$ cat src/sv/mda_pkg.sv
// Package with the field widths, opcode and function codes and result type of the MIPS ALU.
package mda_pkg;

  localparam int WORD_W   = 32;
  localparam int REG_W    = 5;
  localparam int OPCODE_W = 6;
  localparam int FUNCT_W  = 6;
  localparam int SHAMT_W  = 5;
  localparam int IMM_W    = 16;

  localparam logic [OPCODE_W-1:0] OP_SPECIAL = 6'h00;
  localparam logic [OPCODE_W-1:0] OP_ADDI    = 6'h08;
  localparam logic [OPCODE_W-1:0] OP_ADDIU   = 6'h09;
  localparam logic [OPCODE_W-1:0] OP_SLTI    = 6'h0A;
  localparam logic [OPCODE_W-1:0] OP_SLTIU   = 6'h0B;
  localparam logic [OPCODE_W-1:0] OP_ANDI    = 6'h0C;
  localparam logic [OPCODE_W-1:0] OP_ORI     = 6'h0D;
  localparam logic [OPCODE_W-1:0] OP_XORI    = 6'h0E;
  localparam logic [OPCODE_W-1:0] OP_LUI     = 6'h0F;

  localparam logic [FUNCT_W-1:0] FN_SLL  = 6'h00;
  localparam logic [FUNCT_W-1:0] FN_SRL  = 6'h02;
  localparam logic [FUNCT_W-1:0] FN_ADD  = 6'h20;
  localparam logic [FUNCT_W-1:0] FN_ADDU = 6'h21;
  localparam logic [FUNCT_W-1:0] FN_SUB  = 6'h22;
  localparam logic [FUNCT_W-1:0] FN_SUBU = 6'h23;
  localparam logic [FUNCT_W-1:0] FN_AND  = 6'h24;
  localparam logic [FUNCT_W-1:0] FN_OR   = 6'h25;
  localparam logic [FUNCT_W-1:0] FN_XOR  = 6'h26;
  localparam logic [FUNCT_W-1:0] FN_NOR  = 6'h27;
  localparam logic [FUNCT_W-1:0] FN_SLT  = 6'h2A;
  localparam logic [FUNCT_W-1:0] FN_SLTU = 6'h2B;

  typedef struct packed {
    logic [WORD_W-1:0] alu_result;
    logic [REG_W-1:0]  dest_reg;
    logic              write_enable;
    logic              valid_op;
  } mda_result_t;

endpackage

$ cat src/sv/mda_if.sv
// Valid/ready channel interfaces for the instruction items and the result items.
interface mda_in_if;
  logic                        valid;
  logic                        ready;
  logic [mda_pkg::WORD_W-1:0]  instruction;
  logic [mda_pkg::WORD_W-1:0]  rs_value;
  logic [mda_pkg::WORD_W-1:0]  rt_value;

  modport source (output valid, output instruction, output rs_value, output rt_value,
                  input ready);
  modport sink (input valid, input instruction, input rs_value, input rt_value,
                output ready);
endinterface

interface mda_out_if;
  logic                        valid;
  logic                        ready;
  logic [mda_pkg::WORD_W-1:0]  alu_result;
  logic [mda_pkg::REG_W-1:0]   dest_reg;
  logic                        write_enable;
  logic                        valid_op;

  modport source (output valid, output alu_result, output dest_reg, output write_enable,
                  output valid_op, input ready);
  modport sink (input valid, input alu_result, input dest_reg, input write_enable,
                input valid_op, output ready);
endinterface

$ cat src/sv/mda_decode.sv
// Instruction decoder and integer ALU for one MIPS instruction word.
module mda_decode (
  input  logic [mda_pkg::WORD_W-1:0] instruction,
  input  logic [mda_pkg::WORD_W-1:0] rs_value,
  input  logic [mda_pkg::WORD_W-1:0] rt_value,
  output mda_pkg::mda_result_t       result
);
  import mda_pkg::*;

  logic [OPCODE_W-1:0] opcode;
  logic [REG_W-1:0]    rt;
  logic [REG_W-1:0]    rd;
  logic [SHAMT_W-1:0]  shamt;
  logic [FUNCT_W-1:0]  funct;
  logic [IMM_W-1:0]    imm;
  logic [WORD_W-1:0]   imm_sext;
  logic [WORD_W-1:0]   imm_zext;
  logic [WORD_W-1:0]   res;
  logic [REG_W-1:0]    dest;
  logic                ok;

  assign opcode   = instruction[31:26];
  assign rt       = instruction[20:16];
  assign rd       = instruction[15:11];
  assign shamt    = instruction[10:6];
  assign funct    = instruction[5:0];
  assign imm      = instruction[15:0];
  assign imm_sext = {{(WORD_W-IMM_W){imm[IMM_W-1]}}, imm};
  assign imm_zext = {{(WORD_W-IMM_W){1'b0}}, imm};

  always_comb begin
    res = '0;
    ok  = 1'b1;
    if (opcode == OP_SPECIAL) begin
      dest = rd;
      unique case (funct) inside
        FN_SLL:          res = rt_value << shamt;
        FN_SRL:          res = rt_value >> shamt;
        FN_ADD, FN_ADDU: res = rs_value + rt_value;
        FN_SUB, FN_SUBU: res = rs_value - rt_value;
        FN_AND:          res = rs_value & rt_value;
        FN_OR:           res = rs_value | rt_value;
        FN_XOR:          res = rs_value ^ rt_value;
        FN_NOR:          res = ~(rs_value | rt_value);
        FN_SLT:          res = {{(WORD_W-1){1'b0}}, $signed(rs_value) < $signed(rt_value)};
        FN_SLTU:         res = {{(WORD_W-1){1'b0}}, rs_value < rt_value};
        default:         ok = 1'b0;
      endcase
    end else begin
      dest = rt;
      unique case (opcode) inside
        OP_ADDI, OP_ADDIU: res = rs_value + imm_sext;
        OP_SLTI:  res = {{(WORD_W-1){1'b0}}, $signed(rs_value) < $signed(imm_sext)};
        OP_SLTIU: res = {{(WORD_W-1){1'b0}}, rs_value < imm_sext};
        OP_ANDI:  res = rs_value & imm_zext;
        OP_ORI:   res = rs_value | imm_zext;
        OP_XORI:  res = rs_value ^ imm_zext;
        OP_LUI:   res = {imm, {(WORD_W-IMM_W){1'b0}}};
        default:  ok = 1'b0;
      endcase
    end

    result.alu_result   = ok ? res : '0;
    result.dest_reg     = ok ? dest : '0;
    result.write_enable = ok;
    result.valid_op     = ok;
  end

endmodule

$ cat src/sv/mips_decode_and_integer_alu.sv
// Top level of the MIPS decode and integer ALU block with its input and result registers.
// The block takes one instruction item per clock cycle unless stalled, and returns one
// result item for each, in order: the item is captured in an input
// register, decoded and computed in one pass of logic, and held in a result register
// until the sink takes it. Unsupported opcodes and function codes give a result item
// with every field zero. Backpressure from the result side stalls the input side only
// when both registers are full.
module mips_decode_and_integer_alu (
  input  logic      clk,
  input  logic      rst_n,
  mda_in_if.sink    in_item,
  mda_out_if.source out_item
);
  import mda_pkg::*;

  logic              s1_v_r;
  logic              s1_v_nxt;
  logic [WORD_W-1:0] ins_r;
  logic [WORD_W-1:0] rs_r;
  logic [WORD_W-1:0] rt_r;
  logic              out_v_r;
  logic              out_v_nxt;
  mda_result_t       res_r;
  mda_result_t       dec_res;
  logic              out_take;
  logic              s1_adv;
  logic              in_acc;

  assign out_take     = !out_v_r || out_item.ready;
  assign s1_adv       = s1_v_r && out_take;
  assign in_item.ready = !s1_v_r || out_take;
  assign in_acc       = in_item.valid && in_item.ready;

  assign s1_v_nxt  = in_acc ? 1'b1 : (s1_adv ? 1'b0 : s1_v_r);
  assign out_v_nxt = s1_adv ? 1'b1 : (out_item.ready ? 1'b0 : out_v_r);

  mda_decode u_decode (
    .instruction (ins_r),
    .rs_value    (rs_r),
    .rt_value    (rt_r),
    .result      (dec_res)
  );

  always_ff @(posedge clk) begin
    if (!rst_n) begin
      s1_v_r  <= 1'b0;
      out_v_r <= 1'b0;
    end else begin
      s1_v_r  <= s1_v_nxt;
      out_v_r <= out_v_nxt;
    end
  end

  always_ff @(posedge clk) begin
    if (in_acc) begin
      ins_r <= in_item.instruction;
      rs_r  <= in_item.rs_value;
      rt_r  <= in_item.rt_value;
    end
    if (s1_adv) begin
      res_r <= dec_res;
    end
  end

  assign out_item.valid        = out_v_r;
  assign out_item.alu_result   = res_r.alu_result;
  assign out_item.dest_reg     = res_r.dest_reg;
  assign out_item.write_enable = res_r.write_enable;
  assign out_item.valid_op     = res_r.valid_op;

endmodule

$ cat src/flat_wrapper.sv
// flat-port wrapper written by rule: the top's interface ports become plain ports
module mips_decode_and_integer_alu_flat import mda_pkg::*;
  (clk, rst_n, in_item_valid, in_item_instruction, in_item_rs_value, in_item_rt_value, in_item_ready, out_item_valid, out_item_alu_result, out_item_dest_reg, out_item_write_enable, out_item_valid_op, out_item_ready);
  mda_in_if in_item_i ();
  mda_out_if out_item_i ();
  input  logic clk;
  input  logic rst_n;
  input wire logic [$bits(in_item_i.valid)-1:0] in_item_valid;
  input wire logic [$bits(in_item_i.instruction)-1:0] in_item_instruction;
  input wire logic [$bits(in_item_i.rs_value)-1:0] in_item_rs_value;
  input wire logic [$bits(in_item_i.rt_value)-1:0] in_item_rt_value;
  output wire logic [$bits(in_item_i.ready)-1:0] in_item_ready;
  output wire logic [$bits(out_item_i.valid)-1:0] out_item_valid;
  output wire logic [$bits(out_item_i.alu_result)-1:0] out_item_alu_result;
  output wire logic [$bits(out_item_i.dest_reg)-1:0] out_item_dest_reg;
  output wire logic [$bits(out_item_i.write_enable)-1:0] out_item_write_enable;
  output wire logic [$bits(out_item_i.valid_op)-1:0] out_item_valid_op;
  input wire logic [$bits(out_item_i.ready)-1:0] out_item_ready;
  assign in_item_i.valid = in_item_valid;
  assign in_item_i.instruction = in_item_instruction;
  assign in_item_i.rs_value = in_item_rs_value;
  assign in_item_i.rt_value = in_item_rt_value;
  assign in_item_ready = in_item_i.ready;
  assign out_item_valid = out_item_i.valid;
  assign out_item_alu_result = out_item_i.alu_result;
  assign out_item_dest_reg = out_item_i.dest_reg;
  assign out_item_write_enable = out_item_i.write_enable;
  assign out_item_valid_op = out_item_i.valid_op;
  assign out_item_i.ready = out_item_ready;
  mips_decode_and_integer_alu u_core (.clk(clk), .rst_n(rst_n), .in_item(in_item_i), .out_item(out_item_i));
endmodule
$ cat config.mk
export PLATFORM = sky130hd
export DESIGN_NAME = mips_decode_and_integer_alu_flat
export DESIGN_NICKNAME = d
export VERILOG_FILES = /design/src/sv/mda_pkg.sv /design/src/sv/mda_if.sv /design/src/sv/mda_decode.sv /design/src/sv/mips_decode_and_integer_alu.sv /design/src/flat_wrapper.sv
export SDC_FILE = /design/constraint.sdc
export NUM_CORES = 1
export LEC_CHECK = 0
export ABC_AREA = 1
export BUFFER_PORTS_ARGS = -buffer_cell sky130_fd_sc_hd__buf_2
export CAP_MARGIN = 10
export CORE_ASPECT_RATIO = 0.9
export CORE_UTILIZATION = 55
export DETAILED_ROUTE_END_ITERATION = 12
export GPL_TIMING_DRIVEN = 0
export PLACE_DENSITY = 0.78
export SETUP_SLACK_MARGIN = 0.3
export SLEW_MARGIN = 25
export SYNTH_ARGS = -nofsm -noshare
export SYNTH_HDL_FRONTEND = slang
export SYNTH_SLANG_ARGS = --single-unit
$ cat constraint.sdc
create_clock -name clk -period 2.6 [get_ports clk]
set_input_delay 0.26 -clock clk [delete_from_list [all_inputs] [get_ports clk]]
set_output_delay 0.26 -clock clk [all_outputs]
set_load 0.01 [all_outputs]
==> reports/summary.md, run 1 <==
- **number of enable flip-flop cells after synthesis** 129
- **top cell type by total area after synthesis** sky130_fd_sc_hd__edfxtp_1
- **top post-synthesis cells by count** 924 x sky130_fd_sc_hd__nand2_1, 458 x sky130_fd_sc_hd__nand3_1, 411 x sky130_fd_sc_hd__inv_1, 265 x sky130_fd_sc_hd__nor2_1, 192 x sky130_fd_sc_hd__ha_1
- **count of distinct cell types in the synthesized netlist** 54
- **Top FF cell, synth** sky130_fd_sc_hd__edfxtp_1
- **Clock Tree Root** sky130_fd_sc_hd__clkbuf_16
- **cell types with the largest area share after synthesis** sky130_fd_sc_hd__edfxtp_1 21%, sky130_fd_sc_hd__nand2_1 19%, sky130_fd_sc_hd__ha_1 13%
- **count of pins on the block boundary** 141
- **Avg Synthesized Cell Area** 6.07 um^2
- **H-tree Lvls** 4
- **maximum number of pins on one net before global-route repair** 35
- **result of the run** did not finish
- **count of input and output buffers** 135
- **sequential fraction of the synthesis area** 0.216
- **FF+latch count, synth** 131
- **post-synth top area share** 0.213
- **number of placement rows** 62
- **GPL Wtd Cong** 1.19
- **first reported error** [ERROR GRT-0232] Routing congestion too high. Check the congestion heatmap in the GUI.
- **cts bufs inserted** 17
- **worst-path endpoint after global-route repair_timing** u_core.out_item.alu_result[28]$_SDFFCE_PN0P_/D
- **width of the chip** 193 um
- **number of nets in the synthesized netlist** 3285
- **Worst endpoint type** sequential cell input
- **fraction of registers with async set or reset after synthesis** 0
- **synthesized cell area** 0.0182 mm^2
- **gr usage total** 0.798
- **CTS Buffer Depth** 2
- **clock net sink count** 131
- **vertical extent of the die** 174 um
- **residual overflow from global routing** 55
- **cell count after synthesis** 2990
- **post-detail-place hpwl** 69.2 mm
- **initial cell density of the core** 0.564
- **most numerous cell in the Yosys netlist** sky130_fd_sc_hd__nand2_1
- **Syn. warnings** 0
- **stage where the run ended** global routing
- **Cell Count Post-Placement** 3544
==> per-layer routing <==
metal,GRT overflow,global-route usage
met2,24,0.938
met4,26,0.768
met3,3,0.659
met5,0,0.383
met1,2,0.817
==> what timing repair did <==
action / 4_1_cts
resized for setup: 440
hold buffers: 86
buffers inserted: 164
hold endpoints to repair: 86
endpoints found under the setup margin: 38
pin swaps: 105
gates cloned: 1
==> cells by family after synthesis <==
| family | count (synthesis) | share of synthesized area |
|---|---|---|
| adders and majority gates | 195 | 0.136 |
| and+or+nand+nor | 1780 | 0.422 |
| buffers and inverters | 529 | 0.118 |
| xor gates and xnor gates | 2 | 0.000965 |
| AOI/OAI and AO/OA | 353 | 0.107 |
| DFF | 131 | 0.216 |
==> stage by stage <==
stage / cell area (um^2) / hold WS (ns) / setup WS [ns]
after floorplan: 18200 / 0.359 / -0.0218
after global placement: 19400 / 0.436 / -0.934
after detailed placement: 19500 / 0.438 / -1.05
after CTS: 23700 / 0.000776 / -0.0168
==> inputs of run 2 (changes only) <==
Settings changed: CORE_ASPECT_RATIO 0.9 to unset, CORE_UTILIZATION 55 to 40, PLACE_DENSITY 0.78 to unset, PLACE_DENSITY_LB_ADDON set to 0.15, SETUP_SLACK_MARGIN 0.3 to unset.
Clock period 2.6 ns to 3.4 ns, I/O delays scaled along.
==> run 2 against run 1 <==
Effect of this change:
- the run now ends clean
- synthesized cell count unchanged
- area after synthesis unchanged
==> reports/summary.md, run 2 <==
- **vias in the first global route** 20.7k
- **most common cell after layout, fill and taps aside** sky130_fd_sc_hd__nand2_1
- **critical path arrival** 3.54 ns
- **combinational power share** 0.391
- **leakage power of the design** 10.6 nW
- **largest family of logic cells by synthesized area** simple AND/OR/NAND/NOR gates
- **Vias per Instance** 5.80
- **Largest stage delay, worst path** 0.67 ns
- **count of cells along the worst hold path** 1
- **CP Launch Point** u_core.rs_r[15]
- **top cell type by total area after synthesis** sky130_fd_sc_hd__edfxtp_1
- **post-detailed-route DRC marker count** 0
- **worst-case setup slack after placement** -0.741 ns
- **count of distinct cell types in the synthesized netlist** 54
- **Multi-input gate area** 0.0121 mm^2
- **most numerous cell in the Yosys netlist** sky130_fd_sc_hd__nand2_1
- **r2r worst-path depth** 12
- **post-layout utilization of the core** 0.463
- **metal3 WL** 8.79 mm
- **Post-Synth Simple-Gate Area** 0.422
- **Inserted Diodes** 0
- **area share of fa/ha/maj cells after synthesis** 0.136
- **Top FF cell, synth** sky130_fd_sc_hd__edfxtp_1
- **class of the tightest hold or removal check** input port to flip-flop
- **Flop pwr share** 0.329
- **cell types with the largest area share after synthesis** sky130_fd_sc_hd__edfxtp_1 21%, sky130_fd_sc_hd__nand2_1 19%, sky130_fd_sc_hd__ha_1 13%
- **result of the run** completed
- **peak supply drop** 0.443 mV
- **residual overflow from global routing** 0
- **Syn. warnings** 0
- **worst skew pair latency** 0.48 ns
- **maximum achievable frequency** 0.300 GHz
- **unrepaired setup endpoints after global routing** false
- **number of cells in the finished layout apart from fillers** 3783
- **sequential fraction of the synthesis area** 0.216
- **part of the power in the clock network** 0.280
- **post-synth top area share** 0.213
- **cts bufs inserted** 17
- **detailed-route wire length per cell** 25.2 um
- **endpoints failing setup** 0
- **count of pins on the block boundary** 141
- **internal power** 3.56 mW
- **most used cells in the layout excluding fill and tap cells** 924 x sky130_fd_sc_hd__nand2_1, 458 x sky130_fd_sc_hd__nand3_1, 410 x sky130_fd_sc_hd__inv_1
- **Slew headroom** 0.386
- **WP data required** 3.60 ns
- **synthesized cell area** 0.0182 mm^2
- **core area** 0.0445 mm^2
- **global-route wire length before repair** 137 mm
- **transition time at the pin with the least slew margin** 0.922 ns
- **power consumption** 6.20 mW
- **fraction of registers with async set or reset after synthesis** 0
- **antenna-violating nets left** 0
- **start-to-end type of the worst setup path** flip-flop to flip-flop
- **areal power density over the cells** 301 mW/mm^2
- **post-detail-place hpwl** 79.5 mm
- **layout overhead on the synthesized area** 13.4%
- **number of placement rows** 77
- **routed vias** 21.9k
- **share of synthesized area spent on multiplexers** 0
- **gr usage total** 0.411
- **number of antenna violations at the first check in global routing** 2
- **CP cell instances** inv_1 > ha_1 > nor2_1 > nand2_1 > nor2_1 > nand4_1 > nand3_1 > o21ai_0 > nand2_1 > nand3_1 > nand2_1 > nand2_1
- **clock transition at the registers of the reported paths** 0.06 ns
- **GPL Wtd Cong** 1.07
- **share of the cycle needed by the critical path after routing** 0.981
- **compound-cell area share of the yosys netlist** 0.107
- **area used by sequential logic in the layout** 0.00391 mm^2
- **number of nets in the synthesized netlist** 3285
- **Critical Path Fanout Max** 6
- **Post-Synth XOR/XNOR Area** 0.000965
- **net count reported at finish** 3474
- **Clock Tree Root** sky130_fd_sc_hd__clkbuf_16
- **Cell Count Post-Placement** 3720
- **DRT Pass-1 Iters** 6
- **H-tree Lvls** 4
- **clock tree from TritonCTS** done
- **maximum number of pins on one net before global-route repair** 66
- **kind of end point of the critical path** flip-flop
- **Switching Share** 0.426
- **Die Area** 0.0462 mm^2
- **drt first-iter violations** 2927
- **hold violation total from the final report** 0
- **Routed met1 length** 38.4 mm
- **Critical Path Most Common Cell** sky130_fd_sc_hd__nand2_1
- **top metal layer carrying routed signals** met5
- **slowest stage cell on the critical path** sky130_fd_sc_hd__edfxtp_1
- **total count of max-transition violations in the final report** 0
- **FF+latch count, synth** 131
- **final setup skew** 0.0181 ns
- **RR Startpoint** u_core.rs_r[15]
- **initial cell density of the core** 0.408
- **clock net sink count** 131
- **hold_ws** 0.0397 ns
- **Avg Synthesized Cell Area** 6.07 um^2
- **source of the worst hold timing path** in_item_rt_value[16]
- **Worst Slack Setup Final** 0.0634 ns
- **Met2 Wirelength** 41.7 mm
- **CTS Buffer Depth** 2
- **cell count after synthesis** 2990
- **net switching component of the power** 2.64 mW
- **category of the worst setup path launch point** flip-flop
- **number of enable flip-flop cells after synthesis** 129
- **max-cap viol count** 0
- **filler instances** 4871
- **layout cell share with drive strength beyond 1** 0.0931
- **width of the chip** 215 um
- **wirelength, routed** 95.4 mm
- **vertical extent of the die** 215 um
- **top post-synthesis cells by count** 924 x sky130_fd_sc_hd__nand2_1, 458 x sky130_fd_sc_hd__nand3_1, 411 x sky130_fd_sc_hd__inv_1, 265 x sky130_fd_sc_hd__nor2_1, 192 x sky130_fd_sc_hd__ha_1
- **count of input and output buffers** 135
- **clock period minus worst slack** 3.34 ns
==> run 2: cell counts after synthesis <==
Identical to the previous run, type by type.
==> run 2: critical path: cells and delay by family, from the launching register on <==
family,cells,cell delay (ns)
AND/OR/NAND/NOR,9,1.51
flip-flops,1,0.67
adder cells (fa/ha/maj),1,0.43
buffers and inverters,1,0.27
AO/OA/AOI/OAI,1,0.20
==> run 2: per-layer routing <==
metal / GRT usage / up-vias
met5: 0 / -
met4: 0.250 / 4
met3: 0.0767 / 262
met2: 0.647 / 1256
met1: 0.520 / 10259
li1: - / 10145
==> run 2: layout make-up <==
| cell class | count | share of cell area |
|---|---|---|
| sequential | 131 | 0.190 |
| tap | 592 | 0.0360 |
| clock buffer | 19 | 0.0210 |
| multi-input combinational | 2330 | 0.590 |
| inverter | 425 | 0.0782 |
| buffer | 102 | 0.0272 |
| timing repair buffer | 172 | 0.0526 |
| clock inverter | 12 | 0.00523 |
==> run 2: what timing repair did <==
action	4_1_cts	5_1_grt
hold buffers	28	0
hold endpoints to repair	28	0
resized for setup	5	20
pin swaps	0	0
buffers inserted	1	5
setup endpoints to repair	24	19
==> run 2: final timing paths <==
path	end	slack (ns)
worst max-delay path	u_core.out_item.alu_result[18]	0.06
worst max register to register	u_core.out_item.alu_result[18]	0.06
worst min register to register	u_core.out_item.valid	0.54
worst min-delay path	u_core.rt_r[16]	0.04
==> run 2: per-stage QoR <==
step	setup TNS, ns	area [um^2]
after global routing	0	20600
after floorplan	0	18200
after global placement	-54.63	19600
after detailed placement	-12.10	19700
final	0	20600
after CTS	0	20500
==> run 2: logic make-up (layout without fill, tap and decap cells) <==
| kind of cell | after synthesis | after routing |
|---|---|---|
| fa+ha+maj | 195 | 195 |
| buf+inv | 529 | 730 |
| simple gates | 1780 | 1780 |
| flops | 131 | 131 |
| xor+xnor | 2 | 2 |
| compound gates | 353 | 353 |
==> run 2: power groups by stage <==
stage	Clock (mW)	Combinational, mW	Sequential (mW)
6_report	1.73	2.42	2.04
3_5_place_dp	0	2.28	2.07
3_3_place_gp	0	2.26	2.07
2_1_floorplan	0	1.46	1.99
4_1_cts	1.79	2.32	2.03
5_1_grt	1.83	2.63	2.04
Note: power is estimated with default switching activity, not from simulation.
==> inputs of run 3 (changes only) <==
Settings changed: GPL_TIMING_DRIVEN 0 to unset.
==> run 3 against run 2 <==
Effect of this change:
- routed wire length fell by 6.3%
- critical path depth rose by 3
- cell area fell by 0.21%
- global-route usage fell by 2.5 points
- via count fell by 2.7%
- largest cell class unchanged
- combinational power barely moved
- core utilization fell by 0.096 points
- count of clock-buffer cells in the layout fell by 2
==> reports/summary.md, run 3 (synthesized netlist as in run 2, its figures left out) <==
- **share of the cycle needed by the critical path after routing** 0.932
- **vertical extent of the die** 215 um
- **DRT Pass-1 Iters** 7
- **finished layout cell area** 0.0205 mm^2
- **unrepaired setup endpoints after global routing** false
- **RR Startpoint** u_core.rt_r[0]
- **Setup Total Neg Slack** 0 ns
- **count of input and output buffers** 135
- **slowest stage cell on the critical path** sky130_fd_sc_hd__edfxtp_1
- **net switching component of the power** 2.61 mW
- **peak supply drop** 0.429 mV
- **Critical Path Most Common Cell** sky130_fd_sc_hd__nand3_1
- **part of the power in the clock network** 0.295
- **Cell Count Post-Placement** 3713
- **residual overflow from global routing** 0
- **global-route wire length before repair** 130 mm
- **Vias per Instance** 5.68
- **H-tree Lvls** 4
- **detailed-route wire length per cell** 23.8 um
- **CP Launch Point** u_core.rt_r[0]
- **Switching Share** 0.420
- **result of the run** completed
- **Clock Tree Root** sky130_fd_sc_hd__clkbuf_16
- **routed vias** 21.3k
- **drt first-iter violations** 2622
- **maximum achievable frequency** 0.316 GHz
- **critical path arrival** 3.40 ns
- **net count reported at finish** 3445
- **vias in the first global route** 20.1k
- **internal power** 3.59 mW
- **wirelength, routed** 89.3 mm
- **Largest stage delay, worst path** 0.52 ns
- **clock transition at the registers of the reported paths** 0.07 ns
- **total count of max-transition violations in the final report** 0
- **number of cells in the finished layout apart from fillers** 3755
- **initial cell density of the core** 0.408
- **transition time at the pin with the least slew margin** 0.736 ns
- **number of antenna violations at the first check in global routing** 5
- **clock net sink count** 131
- **source of the worst hold timing path** in_item_rt_value[24]
- **start-to-end type of the worst setup path** flip-flop to flip-flop
- **width of the chip** 215 um
- **antenna-violating nets left** 0
- **worst skew pair latency** 0.48 ns
- **endpoints failing setup** 0
- **most common cell after layout, fill and taps aside** sky130_fd_sc_hd__nand2_1
- **cts bufs inserted** 17
- **class of the tightest hold or removal check** input port to flip-flop
- **Critical Path End** u_core.out_item.alu_result[20]
- **Critical Path Fanout Max** 6
- **WP data required** 3.64 ns
- **clock tree from TritonCTS** done
- **CTS Buffer Depth** 2
- **combinational power share** 0.386
- **Slew headroom** 0.508
- **layout overhead on the synthesized area** 13.2%
- **total cell area at the placement stage** 0.0199 mm^2
- **endpoint of the worst register-to-register path** u_core.out_item.alu_result[20]
- **worst-case setup slack after placement** 0.257 ns
- **Worst Slack Setup Final** 0.231 ns
- **most used cells in the layout excluding fill and tap cells** 924 x sky130_fd_sc_hd__nand2_1, 458 x sky130_fd_sc_hd__nand3_1, 409 x sky130_fd_sc_hd__inv_1
- **max-cap viol count** 0
- **layout cell share with drive strength beyond 1** 0.0980
- **Flop pwr share** 0.319
- **power consumption** 6.20 mW
- **maximum number of pins on one net before global-route repair** 71
- **r2r worst-path depth** 15
- **number of placement rows** 77
- **core area** 0.0445 mm^2
- **gr usage total** 0.385
- **post-CTS setup repair buffer count** 0
- **CP cell instances** ha_1 > inv_1 > fa_1 > inv_1 > nand3_1 > nand3_1 > nand3_1 > nand3_1 > nand3_1 > nand2_1 > nand2_1 > nand3_1 > nand3_1 > nand2_1 > nand2_1
- **worst reg-to-reg setup slack** 0.23 ns
- **Inserted Diodes** 0
- **count of pins on the block boundary** 141
- **GPL Wtd Cong** 1.05
- **final setup skew** 0.0139 ns
- **post-detail-place hpwl** 74.6 mm
- **leakage power of the design** 10.6 nW
- **category of the worst setup path launch point** flip-flop
- **post-detailed-route DRC marker count** 0
- **areal power density over the cells** 302 mW/mm^2
- **kind of end point of the critical path** flip-flop
- **Die Area** 0.0462 mm^2
- **clock period minus worst slack** 3.17 ns
- **hold violation total from the final report** 0
run 3: cell types whose count changed in the layout (fill, tap and decap cells not counted), sizes merged:
cell | before | now
buf | 219 | 235
dlygate4sd3 | 28 | 10
clkbuf | 46 | 17
inv | 426 | 430
clkinvlp | 5 | 2
clkinv | 5 | 7
run 3: area by class of cell:
class                           count  area (um^2)
Tap cell                          592          741
Multi-Input combinational cell   2330        12100
Clock buffer                       17          425
Fill cell                        4834        24000
Sequential cell                   131         3910
Clock inverter                     15          149
Inverter                          425         1600
Timing Repair Buffer              245         1600
run 3: routing by layer:
layer  up-vias  GRT usage  wire, um
met3       203     0.0651      7190
li1      10090          -         -
met1      9959      0.503     37700
met2      1077      0.607     39200
met4         4      0.204      5270
met5         -          0        23
run 3: power groups by stage:
stage	Combinational, mW	Sequential (mW)	Clock [mW]
floorplan	1.46	1.99	0
global placement	2.30	2.01	0
detailed placement	2.31	2.01	0
CTS	2.33	1.98	1.87
global route	2.61	1.98	1.93
finish	2.39	1.98	1.83
run 3: how the worst min path moves through the flow:
stage	end	slack, ns	depth (start not counted)
finish	u_core.rt_r[24]	0.03	1
detailed placement	u_core.ins_r[16]	0.52	1
CTS	u_core.rt_r[24]	0.0003	1
global route	u_core.rs_r[2]	0.01	1
floorplan	u_core.ins_r[0]	0.44	0
global placement	u_core.out_item.valid	0.50	2
run 3: critical path: cells and delay by family, from the launching register on:
| family | cells | cell delay (ns) |
|---|---|---|
| adders and majority gates | 2 | 0.73 |
| DFF | 1 | 0.52 |
| buffers and inverters | 2 | 0.33 |
| and+or+nand+nor | 11 | 1.33 |
run 3: per-stage QoR:
step	util	hold WS (ns)
after floorplan	-	0.439
after global placement	0.446	0.504
after detailed placement	0.446	0.518
after CTS	0.462	0.000291
after global routing	0.462	0.0117
final	0.462	0.0295
run 3: repair_timing:
item	4_1_cts	5_1_grt
endpoints found under the hold margin	10	0
hold buffers	10	0
resized for setup	0	0
